$ cat src/sv/rsp_pkg.sv
// Shared types, constants and GF(256) helpers for the Reed-Solomon parity block.
package rsp_pkg;

    localparam int MAX_DEGREE_DEF = 20;
    localparam int RESET_DEGREE   = 7;
    localparam int CFG_W          = 5;
    localparam int DEG_W          = 6;
    localparam int ADDR_W         = 3;
    localparam int DATA_W         = 32;
    localparam int QUEUE_DEPTH    = 2;

    // Low byte of the field polynomial 0x11D; bit 8 falls out of the shift
    localparam logic [7:0] FIELD_POLY  = 8'h1D;
    localparam logic [7:0] FIELD_ALPHA = 8'h02;

    localparam logic REG_ECC_DEGREE = 1'b0;

    typedef enum logic [1:0] {
        GEN_IDLE,
        GEN_INIT,
        GEN_BUILD
    } gen_state_t;

    typedef struct packed {
        logic             busy;
        logic             clear;
        logic [DEG_W-1:0] degree;
    } gen_ctl_t;

    function automatic logic [7:0] gf_mul(input logic [7:0] a, input logic [7:0] b);
        logic [7:0] acc;
        acc = 8'h00;
        for (int i = 7; i >= 0; i--)
        begin
            acc = {acc[6:0], 1'b0} ^ (acc[7] ? FIELD_POLY : 8'h00);
            if (b[i])
            begin
                acc = acc ^ a;
            end
        end
        return acc;
    endfunction

    function automatic logic [DEG_W-1:0] clamp_degree(input logic [CFG_W-1:0] raw,
                                                      input logic [DEG_W-1:0] max_deg);
        logic [DEG_W-1:0] wide;
        wide = DEG_W'(raw);
        if (wide == '0)
        begin
            return DEG_W'(1);
        end
        if (wide > max_deg)
        begin
            return max_deg;
        end
        return wide;
    endfunction

endpackage

$ cat src/sv/rsp_gen.sv
// Configuration register and sequential generator-polynomial builder.
module rsp_gen #(
    parameter int MAX_DEGREE = rsp_pkg::MAX_DEGREE_DEF
) (
    input  logic                              clk,
    input  logic                              rst_n,
    input  logic                              psel,
    input  logic                              penable,
    input  logic                              pwrite,
    input  logic [rsp_pkg::ADDR_W-1:0]        paddr,
    input  logic [rsp_pkg::DATA_W-1:0]        pwdata,
    output logic [rsp_pkg::DATA_W-1:0]        prdata,
    output logic                              pready,
    output rsp_pkg::gen_ctl_t                 ctl,
    output logic [MAX_DEGREE-1:0][7:0]        gen_coeffs
);

    localparam int DW = rsp_pkg::DEG_W;
    localparam logic [DW-1:0] MAX_D = DW'(MAX_DEGREE);

    rsp_pkg::gen_state_t state_reg, state_next;
    logic [rsp_pkg::CFG_W-1:0]   ecc_reg;
    logic [DW-1:0]               deg_reg;
    logic [DW-1:0]               step_reg, step_next;
    logic [7:0]                  root_reg, root_next;
    logic [MAX_DEGREE-1:0][7:0]  g_reg, g_next, g_up;
    logic                        wr_en;

    assign pready = 1'b1;
    assign wr_en  = psel && penable && pwrite && (paddr[2] == rsp_pkg::REG_ECC_DEGREE);
    assign prdata = (paddr[2] == rsp_pkg::REG_ECC_DEGREE) ? rsp_pkg::DATA_W'(ecc_reg) : '0;

    always_ff @(posedge clk or negedge rst_n)
    begin
        if (!rst_n)
        begin
            ecc_reg <= rsp_pkg::CFG_W'(rsp_pkg::RESET_DEGREE);
            deg_reg <= rsp_pkg::clamp_degree(rsp_pkg::CFG_W'(rsp_pkg::RESET_DEGREE), MAX_D);
        end
        else if (wr_en)
        begin
            ecc_reg <= pwdata[rsp_pkg::CFG_W-1:0];
            deg_reg <= rsp_pkg::clamp_degree(pwdata[rsp_pkg::CFG_W-1:0], MAX_D);
        end
    end

    // Next state
    always_comb
    begin
        state_next = state_reg;
        unique case (state_reg)
            rsp_pkg::GEN_IDLE:
            begin
                if (wr_en)
                begin
                    state_next = rsp_pkg::GEN_INIT;
                end
            end
            rsp_pkg::GEN_INIT:
            begin
                state_next = wr_en ? rsp_pkg::GEN_INIT : rsp_pkg::GEN_BUILD;
            end
            rsp_pkg::GEN_BUILD:
            begin
                if (wr_en)
                begin
                    state_next = rsp_pkg::GEN_INIT;
                end
                else if (step_reg == deg_reg - DW'(1))
                begin
                    state_next = rsp_pkg::GEN_IDLE;
                end
            end
            default:
            begin
                state_next = rsp_pkg::GEN_INIT;
            end
        endcase
    end

    // Entries at or above the degree stay zero, so the shifted-in term needs no guard
    assign g_up = g_reg >> 8;

    // Datapath outputs of the builder
    always_comb
    begin
        g_next    = g_reg;
        root_next = root_reg;
        step_next = step_reg;
        unique case (state_reg)
            rsp_pkg::GEN_IDLE:
            begin
                g_next = g_reg;
            end
            rsp_pkg::GEN_INIT:
            begin
                // Start from the monic x^0 term placed at the top coefficient
                for (int j = 0; j < MAX_DEGREE; j++)
                begin
                    g_next[j] = (DW'(j) == deg_reg - DW'(1)) ? 8'h01 : 8'h00;
                end
                root_next = 8'h01;
                step_next = '0;
            end
            rsp_pkg::GEN_BUILD:
            begin
                // Multiply by (x - root) across all coefficients at once
                for (int j = 0; j < MAX_DEGREE; j++)
                begin
                    g_next[j] = rsp_pkg::gf_mul(g_reg[j], root_reg) ^ g_up[j];
                end
                root_next = rsp_pkg::gf_mul(root_reg, rsp_pkg::FIELD_ALPHA);
                step_next = step_reg + DW'(1);
            end
            default:
            begin
                g_next = g_reg;
            end
        endcase
    end

    always_ff @(posedge clk or negedge rst_n)
    begin
        if (!rst_n)
        begin
            state_reg <= rsp_pkg::GEN_INIT;
            step_reg  <= '0;
        end
        else
        begin
            state_reg <= state_next;
            step_reg  <= step_next;
        end
    end

    always_ff @(posedge clk)
    begin
        g_reg    <= g_next;
        root_reg <= root_next;
    end

    assign gen_coeffs = g_reg;
    assign ctl.busy   = (state_reg != rsp_pkg::GEN_IDLE);
    assign ctl.clear  = wr_en;
    assign ctl.degree = deg_reg;

    a_deg_range: assert property (@(posedge clk) disable iff (!rst_n)
        (deg_reg != '0) && (deg_reg <= MAX_D))
        else $error("effective degree out of range");

endmodule

$ cat src/sv/rsp_front.sv
// Front end: takes message words and folds them into the LFSR remainder.
module rsp_front #(
    parameter int MAX_DEGREE = rsp_pkg::MAX_DEGREE_DEF
) (
    input  logic                              clk,
    input  logic                              rst_n,
    input  rsp_pkg::gen_ctl_t                 ctl,
    input  logic [MAX_DEGREE-1:0][7:0]        gen_coeffs,
    input  logic                              s_tvalid,
    output logic                              s_tready,
    input  logic [7:0]                        s_tdata,
    input  logic                              s_tlast,
    input  logic                              q_full,
    output logic                              push,
    output logic [MAX_DEGREE-1:0][7:0]        push_data
);

    logic [MAX_DEGREE-1:0][7:0] rem_reg, rem_next, rem_up, rem_upd;
    logic [7:0]                 factor;
    logic                       accept;

    assign s_tready = !ctl.busy && !q_full;
    assign accept   = s_tvalid && s_tready;
    assign factor   = s_tdata ^ rem_reg[0];
    assign rem_up   = rem_reg >> 8;

    always_comb
    begin
        for (int j = 0; j < MAX_DEGREE; j++)
        begin
            rem_upd[j] = rem_up[j] ^ rsp_pkg::gf_mul(gen_coeffs[j], factor);
        end
    end

    always_comb
    begin
        rem_next = rem_reg;
        if (ctl.clear)
        begin
            rem_next = '0;
        end
        else if (accept)
        begin
            // Drop the remainder once a message is complete
            rem_next = s_tlast ? '0 : rem_upd;
        end
    end

    always_ff @(posedge clk or negedge rst_n)
    begin
        if (!rst_n)
        begin
            rem_reg <= '0;
        end
        else
        begin
            rem_reg <= rem_next;
        end
    end

    assign push      = accept && s_tlast;
    assign push_data = rem_upd;

    a_clear_zero: assert property (@(posedge clk) disable iff (!rst_n)
        ctl.clear |=> (rem_reg == '0))
        else $error("remainder not cleared after degree write");

endmodule

$ cat src/sv/rsp_queue.sv
// Two-entry queue of finished remainders between front and back end.
module rsp_queue #(
    parameter int MAX_DEGREE = rsp_pkg::MAX_DEGREE_DEF
) (
    input  logic                              clk,
    input  logic                              rst_n,
    input  logic                              push,
    input  logic [MAX_DEGREE-1:0][7:0]        push_data,
    output logic                              full,
    input  logic                              pop,
    output logic [MAX_DEGREE-1:0][7:0]        pop_data,
    output logic                              empty
);

    localparam int DEPTH = rsp_pkg::QUEUE_DEPTH;
    localparam int PW    = $clog2(DEPTH);

    logic [MAX_DEGREE-1:0][7:0] mem_reg [DEPTH];
    logic [PW-1:0]              wr_ptr_reg, rd_ptr_reg;
    logic [PW:0]                count_reg, count_next;

    assign full     = (count_reg == (PW+1)'(DEPTH));
    assign empty    = (count_reg == '0);
    assign pop_data = mem_reg[rd_ptr_reg];

    always_comb
    begin
        count_next = count_reg;
        case ({push, pop})
            2'b10:   count_next = count_reg + (PW+1)'(1);
            2'b01:   count_next = count_reg - (PW+1)'(1);
            default: count_next = count_reg;
        endcase
    end

    always_ff @(posedge clk or negedge rst_n)
    begin
        if (!rst_n)
        begin
            wr_ptr_reg <= '0;
            rd_ptr_reg <= '0;
            count_reg  <= '0;
        end
        else
        begin
            if (push)
            begin
                wr_ptr_reg <= wr_ptr_reg + PW'(1);
            end
            if (pop)
            begin
                rd_ptr_reg <= rd_ptr_reg + PW'(1);
            end
            count_reg <= count_next;
        end
    end

    always_ff @(posedge clk)
    begin
        if (push)
        begin
            mem_reg[wr_ptr_reg] <= push_data;
        end
    end

    a_no_overflow: assert property (@(posedge clk) disable iff (!rst_n)
        push |-> !full)
        else $error("push into full queue");

    a_no_underflow: assert property (@(posedge clk) disable iff (!rst_n)
        pop |-> !empty)
        else $error("pop from empty queue");

endmodule

$ cat src/sv/rsp_back.sv
// Back end: serialises a finished remainder into parity words, highest order first.
module rsp_back #(
    parameter int MAX_DEGREE = rsp_pkg::MAX_DEGREE_DEF
) (
    input  logic                              clk,
    input  logic                              rst_n,
    input  rsp_pkg::gen_ctl_t                 ctl,
    input  logic                              empty,
    input  logic [MAX_DEGREE-1:0][7:0]        pop_data,
    output logic                              pop,
    output logic                              m_tvalid,
    input  logic                              m_tready,
    output logic [7:0]                        m_tdata,
    output logic                              m_tlast
);

    localparam int DW = rsp_pkg::DEG_W;

    logic [MAX_DEGREE-1:0][7:0] sh_reg;
    logic [DW-1:0]              cnt_reg;
    logic                       valid_reg;
    logic                       fire, final_word;

    assign fire       = valid_reg && m_tready;
    assign final_word = (cnt_reg == DW'(1));
    // Reload behind the final word so messages leave back to back
    assign pop        = !empty && (!valid_reg || (fire && final_word));

    always_ff @(posedge clk or negedge rst_n)
    begin
        if (!rst_n)
        begin
            valid_reg <= 1'b0;
            cnt_reg   <= '0;
        end
        else if (pop)
        begin
            valid_reg <= 1'b1;
            cnt_reg   <= ctl.degree;
        end
        else if (fire)
        begin
            valid_reg <= !final_word;
            cnt_reg   <= cnt_reg - DW'(1);
        end
    end

    always_ff @(posedge clk)
    begin
        if (pop)
        begin
            sh_reg <= pop_data;
        end
        else if (fire)
        begin
            sh_reg <= sh_reg >> 8;
        end
    end

    assign m_tvalid = valid_reg;
    assign m_tdata  = sh_reg[0];
    assign m_tlast  = final_word;

    a_cnt_live: assert property (@(posedge clk) disable iff (!rst_n)
        valid_reg |-> ((cnt_reg != '0) && (cnt_reg <= ctl.degree)))
        else $error("parity count out of range while presenting a word");

endmodule

$ cat src/sv/reed_solomon_parity_gf256_top.sv
// Top level of the GF(256) Reed-Solomon parity generator.
//
// Message bytes enter on the slave stream (s_tdata, s_tlast marks the final
// byte). Each accepted byte is folded into the registered LFSR remainder,
// so the input sustains one byte per clock while s_tready is high. Data
// bytes are not echoed. After the final byte the remainder moves into a
// two-entry queue and the back end emits ecc_degree parity words on the
// master stream, highest order first, with m_tlast on the last one; the
// remainder passes the queue and the back end's shift register before its
// first parity word is valid. A message occupies the output for ecc_degree
// words, so apart from a generator build the input stalls only when two
// finished remainders are already waiting, e.g. for messages shorter than
// the degree. A receiver stall holds the current parity word and backs up
// into the queue, then the input. Register ecc_degree (APB, address 0)
// sets the parity length; 0 counts as 1 and values above MAX_DEGREE as
// MAX_DEGREE. Writing it clears the remainder and rebuilds the generator
// with s_tready low. After reset the same build runs for degree 7.
module reed_solomon_parity_gf256_top #(
    parameter int MAX_DEGREE = rsp_pkg::MAX_DEGREE_DEF
) (
    input  logic                          clk,
    input  logic                          rst_n,
    input  logic                          psel,
    input  logic                          penable,
    input  logic                          pwrite,
    input  logic [rsp_pkg::ADDR_W-1:0]    paddr,
    input  logic [rsp_pkg::DATA_W-1:0]    pwdata,
    output logic [rsp_pkg::DATA_W-1:0]    prdata,
    output logic                          pready,
    input  logic                          s_tvalid,
    output logic                          s_tready,
    input  logic [7:0]                    s_tdata,   // [7:0] data_byte
    input  logic                          s_tlast,
    output logic                          m_tvalid,
    input  logic                          m_tready,
    output logic [7:0]                    m_tdata,   // [7:0] parity_byte
    output logic                          m_tlast
);

    rsp_pkg::gen_ctl_t          ctl;
    logic [MAX_DEGREE-1:0][7:0] gen_coeffs;
    logic [MAX_DEGREE-1:0][7:0] push_data, pop_data;
    logic                       push, pop, full, empty;

    rsp_gen #(.MAX_DEGREE(MAX_DEGREE)) u_gen (
        .clk        (clk),
        .rst_n      (rst_n),
        .psel       (psel),
        .penable    (penable),
        .pwrite     (pwrite),
        .paddr      (paddr),
        .pwdata     (pwdata),
        .prdata     (prdata),
        .pready     (pready),
        .ctl        (ctl),
        .gen_coeffs (gen_coeffs)
    );

    rsp_front #(.MAX_DEGREE(MAX_DEGREE)) u_front (
        .clk        (clk),
        .rst_n      (rst_n),
        .ctl        (ctl),
        .gen_coeffs (gen_coeffs),
        .s_tvalid   (s_tvalid),
        .s_tready   (s_tready),
        .s_tdata    (s_tdata),
        .s_tlast    (s_tlast),
        .q_full     (full),
        .push       (push),
        .push_data  (push_data)
    );

    rsp_queue #(.MAX_DEGREE(MAX_DEGREE)) u_queue (
        .clk       (clk),
        .rst_n     (rst_n),
        .push      (push),
        .push_data (push_data),
        .full      (full),
        .pop       (pop),
        .pop_data  (pop_data),
        .empty     (empty)
    );

    rsp_back #(.MAX_DEGREE(MAX_DEGREE)) u_back (
        .clk      (clk),
        .rst_n    (rst_n),
        .ctl      (ctl),
        .empty    (empty),
        .pop_data (pop_data),
        .pop      (pop),
        .m_tvalid (m_tvalid),
        .m_tready (m_tready),
        .m_tdata  (m_tdata),
        .m_tlast  (m_tlast)
    );

endmodule

$ cat config.mk
export PLATFORM = sky130hd
export DESIGN_NAME = reed_solomon_parity_gf256_top
export DESIGN_NICKNAME = d
export VERILOG_FILES = /design/src/sv/rsp_pkg.sv /design/src/sv/rsp_gen.sv /design/src/sv/rsp_front.sv /design/src/sv/rsp_queue.sv /design/src/sv/rsp_back.sv /design/src/sv/reed_solomon_parity_gf256_top.sv
export SDC_FILE = /design/constraint.sdc
export NUM_CORES = 2
export LEC_CHECK = 0
export BUFFER_PORTS_ARGS = -buffer_cell sky130_fd_sc_hd__buf_2
export CAP_MARGIN = 20
export CORE_AREA = 2 2 362 364
export DETAILED_ROUTE_END_ITERATION = 16
export DIE_AREA = 0 0 364 366
export PLACE_DENSITY_LB_ADDON = 0.2
export RECOVER_POWER = 25
export SETUP_SLACK_MARGIN = 0.15
export SKIP_LAST_GASP = 1
export SLEW_MARGIN = 20
export SYNTH_ARGS = -nofsm -noshare
export SYNTH_HDL_FRONTEND = slang
export SYNTH_HIERARCHICAL = 1
export SYNTH_SLANG_ARGS = --single-unit
$ cat constraint.sdc
create_clock -name clk -period 14.45 [get_ports clk]
set_input_delay 0.7225 -clock clk [delete_from_list [all_inputs] [get_ports clk]]
set_output_delay 0.7225 -clock clk [all_outputs]
set_load 0.02 [all_outputs]
Yosys cells after proc, flatten, opt, wreduce, memory -nomap -nowiden --
Memory sizes are Yosys's and may differ from the RTL's. Index checks and enable logic that the tools add are counted.
Word-level totals: RAM bits 320, memories 1, register bits after elaboration 518, output and inout port bits 44, latch bits 0, bits in read-only memories 0, bits of input ports 51
Operators by class: eq/ne operators 28, magnitude comparators 1, div/mod/pow operators 0, shifts and indexed selects 0, multiply operators 0, reductions and logical operators 25, $add $sub $neg 7, muxes and demuxes 811, bitwise logic cells 601
Memory list:
- u_queue.mem_reg | words 2, bits a word 160, rd ports 1, clocked after Yosys merged registers in 0, wr ports 1, line rsp_queue.sv:18 | logic [MAX_DEGREE-1:0][7:0] mem_reg [DEPTH];
Operator list (count):
- 8-bit XOR | 600
- 8-bit 2-to-1 mux | 480
- 5-bit 2-to-1 mux | 282
- 160-bit 2-to-1 mux | 5
- 160-bit case mux with 2 select lines | 1
- 4-bit by 6-bit == test with 1-bit output (first input constant) | 8
- 6-bit 2-to-1 mux | 6
- 1-bit 2-to-1 mux | 29
- 3-bit by 6-bit == test with 1-bit output (first input constant) | 4
- 5-bit by 6-bit == test with 1-bit output (first input constant) | 4
- 8-bit case mux with 2 select lines | 1
- 2-bit by 6-bit == test with 1-bit output (first input constant) | 2
- 6-bit case mux with 2 select lines | 1
- 6-bit by 1-bit subtractor with 6-bit output (second input constant) | 2
- 2-bit nonzero test | 5
- 1-bit logical AND | 9
- 2-bit 2-to-1 mux | 4
- 6-bit by 1-bit adder with 6-bit output (second input constant) | 1
- 1-bit by 6-bit == test with 1-bit output (first input constant) | 1
- 2-bit == test (second input constant) | 3
- 6-bit by 1-bit == test with 1-bit output (second input constant) | 1
- 6-bit == test | 1
- 6-bit zero test | 1
- 2-bit case mux with 3 select lines | 1
- 14 further kinds | 21

Logic depth before layout (Yosys ltp) --
depth after elaboration 39, gate-level depth with buffers 13, gate-level depth less buffers 10

Modules after synthesis --
Netlist, hierarchy kept.
By module, submodules not included:
- rsp_gen | seq. area each 5504.0 um^2, area an instance 29613.4 um^2, instances 1, cells an instance 3742
- rsp_front | seq. area each 4003.8 um^2, area an instance 27586.5 um^2, instances 1, cells an instance 3634
- rsp_queue | seq. area each 9709.3 um^2, area an instance 12091.6 um^2, instances 1, cells an instance 514
- rsp_back | seq. area each 4979.8 um^2, area an instance 7950.1 um^2, instances 1, cells an instance 391

Worst setup path after synthesis --
No wires, ideal clock.
kind register to register, start reg u_back.valid_reg, in the netlist u_back/m_tvalid, end reg u_back.sh_reg, in the netlist u_back/m_tdata[0], enable pin, buffers on the path 0, clock period less this slack 12604 ps, data arrival time 11703 ps, setup time 900 ps, cell stages (with the launch flop) 2, data required time 13550 ps, slack 1846 ps, path through dfrtp_1 o21ai_0
On the way: word-level cells in the longest chain between the ends 5
RTL lines:
- from (decl) | line rsp_back.sv:21 | logic valid_reg;
- from (signal assigned) | line rsp_back.sv:43 | valid_reg <= !final_word;
- 1-bit logical AND | line rsp_back.sv:24 | assign fire = valid_reg && m_tready;
- 1-bit logical AND | line rsp_back.sv:27 | assign pop = !empty && (!valid_reg || (fire && final_word));
- 1-bit logical OR | line rsp_back.sv:27
- 1-bit logical AND | line rsp_back.sv:27
- 2-bit nonzero test (no source line) (*)
- to (signal assigned) | line rsp_back.sv:52 | sh_reg <= pop_data;
- to (signal assigned) | line rsp_back.sv:56 | sh_reg <= sh_reg >> 8;
- to (decl) | line rsp_back.sv:19 | logic [MAX_DEGREE-1:0][7:0] sh_reg;
Every way passes the cells marked *; elsewhere a longest branch is shown, timed or not. A chain may end at the register's enable or synchronous reset.

==> results.toml <==
[synthesis]
synth_area_leaders = "edfxtp_1 (25%), xnor2_1 (23%), nand2_1 (11%)"
async_flop_share_pct = 22.6
synth_cells = 8281
synth_top_area_share_pct = 25.2
yosysTopAreaCell = "edfxtp_1"
synth_ff_type = "edfxtp_1"
synthesis.area_um2 = 77200
yosysUniqueCellTypes = 74
ys_seq_area_share_pct = 31.3
ys_warn_count = 6
ys_ff_latch = 837
synth_enable_flop_cells = 648
avgSynthCellArea_um2 = 9.33

[route]
num_vias = 55366
ant_nets = 0
wl_per_cell_um = 21.7
drt_wl_total_um = 209000
drc = 0
vias_per_cell = 5.76
first_pass_iters = 6
drt_iter0_markers = 5402

[placement]
hpwl_um = 125000
port-buffer-count = 37
place_congestion = 0.832

[clocking]
clockBufferDepth = 3
postCtsSetupBuffers = 0
cts.sinks = 837
cts_buffers = 98
cts_tree = "built"
clock_insertion_delay_worst_skew_ns = 0.74
clkSlewWorstSetupHoldPaths_ns = 0.06
cts_root_buffer = "clkbuf_16"
h-tree-depth = 3

[cells_and_area]
syn_to_final_growth_pct = 3.67
final_util_pct = 62.1
drive_gt1_share_pct = 9.26
largest_reg_flops = 320
final_nets = 7852

[sta]
tns_ns = 0
holdWs_ns = 0.201
hold_violations = 0
drv_slew = 446
finClkSkew_ns = 0.0371
rsz0062_at_grt = "no"
setup_viol = 0
tightest_slew_ns = 5.27
fin_crit_sh_pct = 54.5
min_period_ns = 7.87
slew_headroom_pct = -252
fmax_mhz = 127

[worst_setup_path]
crit_arrival_ns = 7.84
critPathCaptureType = "async pin"
worstRegToRegCells = 4
cp_max_fo = 79
reg2reg_from = "u_queue/count_reg[0]"
worstPathRequired_ns = 14.42
startpoint_type = "input pin"
r2r_slack_ns = 7.67
r2r_end = "u_back/sh_reg[73]"
setup.worst_path.class = "in2async"

[worst_hold_path]
hp-class = "in2reg"
whs_path_depth = 3
hp-start = "pwdata[0]"
min_to = "u_gen/ecc_reg[0]"

[floorplan]
core.rowCount = 132
die-area_um2 = 133000
fp.coreArea_um2 = 129000
ioPinCount = 95
start_util_pct = 59.9
fp.dieH_um = 366
die_w_um = 364

[grt]
overflow = 0
grt_pass1_vias = 54459
grtUsageTotal_pct = 30.9
antenna_found_initial = 7
grt_max_degree = 161
grt_pass1_wl_um = 323000

[flow_run]
drv_cap = 10

[run_status]
status = "complete, but fails checks"
violations = "capacitance limit, slew limit"
==> critical path, stage by stage <==
cell and delay, ns:
dlygate4sd3_1 0.52, clkbuf_1 3.66, clkbuf_1 2.80
==> through the flow <==
| stage | cells | instance area (um2) | setup slack [ns] |
|---|---|---|---|
| final | 9618 | 80100 | 6.58 |
| after global routing | 9617 | 80100 | 5.26 |
| after CTS | 9617 | 80300 | 9.52 |
| after detailed placement | 9430 | 76900 | 9.33 |
| after global placement | 9430 | 76900 | 9.35 |
| after floorplan | 8308 | 77300 | 1.85 |
==> kinds of logic after synthesis <==
family | after synthesis | synth area share [%]
mux | 418 | 7.17
flops | 837 | 31.3
buf+inv | 786 | 5.31
simple gates | 2814 | 14.4
xor+xnor | 2936 | 37.0
other cells | 2 | 0.00972
compound gates | 476 | 4.57
fa+ha+maj | 12 | 0.194
==> final cells by class <==
| type | count | area, um2 |
|---|---|---|
| Antenna cell | 1 | 2.50 |
| Clock buffer | 121 | 2640 |
| Clock inverter | 65 | 751 |
| Multi-Input combinational cell | 6685 | 49200 |
| Timing Repair Buffer | 136 | 1010 |
| Tap cell | 1742 | 2180 |
| Inverter | 31 | 121 |
| Fill cell | 10637 | 48900 |
| Sequential cell | 837 | 24200 |
==> worst max-delay path by stage <==
| stage | startpoint | endpoint | slack, ns |
|---|---|---|---|
| after floorplan | u_back/m_tvalid | u_back/m_tdata[0] | 1.85 |
| after global placement | s_tdata[6] | u_front/rem_reg[120] | 9.35 |
| after detailed placement | s_tdata[6] | u_front/rem_reg[58] | 9.33 |
| after CTS | u_gen/root_reg[7] | u_gen/gen_coeffs[51] | 9.52 |
| after global routing | rst_n | u_queue/rd_ptr_reg | 5.26 |
| final | rst_n | u_front/rem_reg[73] | 6.58 |
==> cell usage in the layout (no fill, tap or decap), drive strengths merged, types with 9 or more instances in the layout <==
master,netlist,final
a211oi,9,9
a21bo,9,9
a21oi,68,68
a222oi,15,15
a22o,161,161
a22oi,38,38
a2bb2oi,12,12
a32oi,9,9
and2,40,40
buf,516,113
bufinv,0,10
clkbuf,239,143
clkinv,2,29
clkinvlp,0,14
conb,2,29
dfrtp,182,182
edfxtp,648,648
ha,12,12
inv,29,43
mux2,361,361
mux2i,57,57
nand2,2324,2324
nand2b,51,51
nand3,13,13
nor2,248,248
nor2b,74,74
nor3,37,37
o211ai,11,11
o21ai,81,81
o22ai,39,39
xnor2,2109,2109
xnor3,164,164
xor2,661,661
==> per-layer routing <==
layer  up-vias  part of all wire (%)  track usage, %
li1      25397                     -               -
met1     27393                    42            41.8
met2      2220                    47            50.5
met3       350                   7.7            4.24
met4         6                   3.4            11.2
met5         -                 0.022               0
==> repair_timing <==
action / in CTS / in global routing
hold endpoints to repair: 1 / 0
hold buffers: 1 / 0
resized for setup: 0 / 0
==> Yosys cell counts (all sizes together), types with 4 or more instances <==
master / count
xnor3: 164
ha: 12
a22oi: 38
nor3: 37
or3: 6
a222oi: 15
o22ai: 39
and2: 40
nor2b: 74
nor3b: 4
dfstp: 7
a21bo: 9
a21oi: 68
inv: 29
nor2: 248
nor4: 5
dfrtp: 182
a211oi: 9
o211ai: 11
o21ai: 81
o21a: 5
buf: 516
a22o: 161
nand2b: 51
nand3: 13
mux2i: 57
a2bb2oi: 12
a221oi: 5
xor2: 661
edfxtp: 648
clkbuf: 239
nand2: 2324
a32oi: 9
mux2: 361
xnor2: 2109
Power is not shown: default switching activity piles up to over one toggle a cycle in this logic, so the estimate is an artifact.
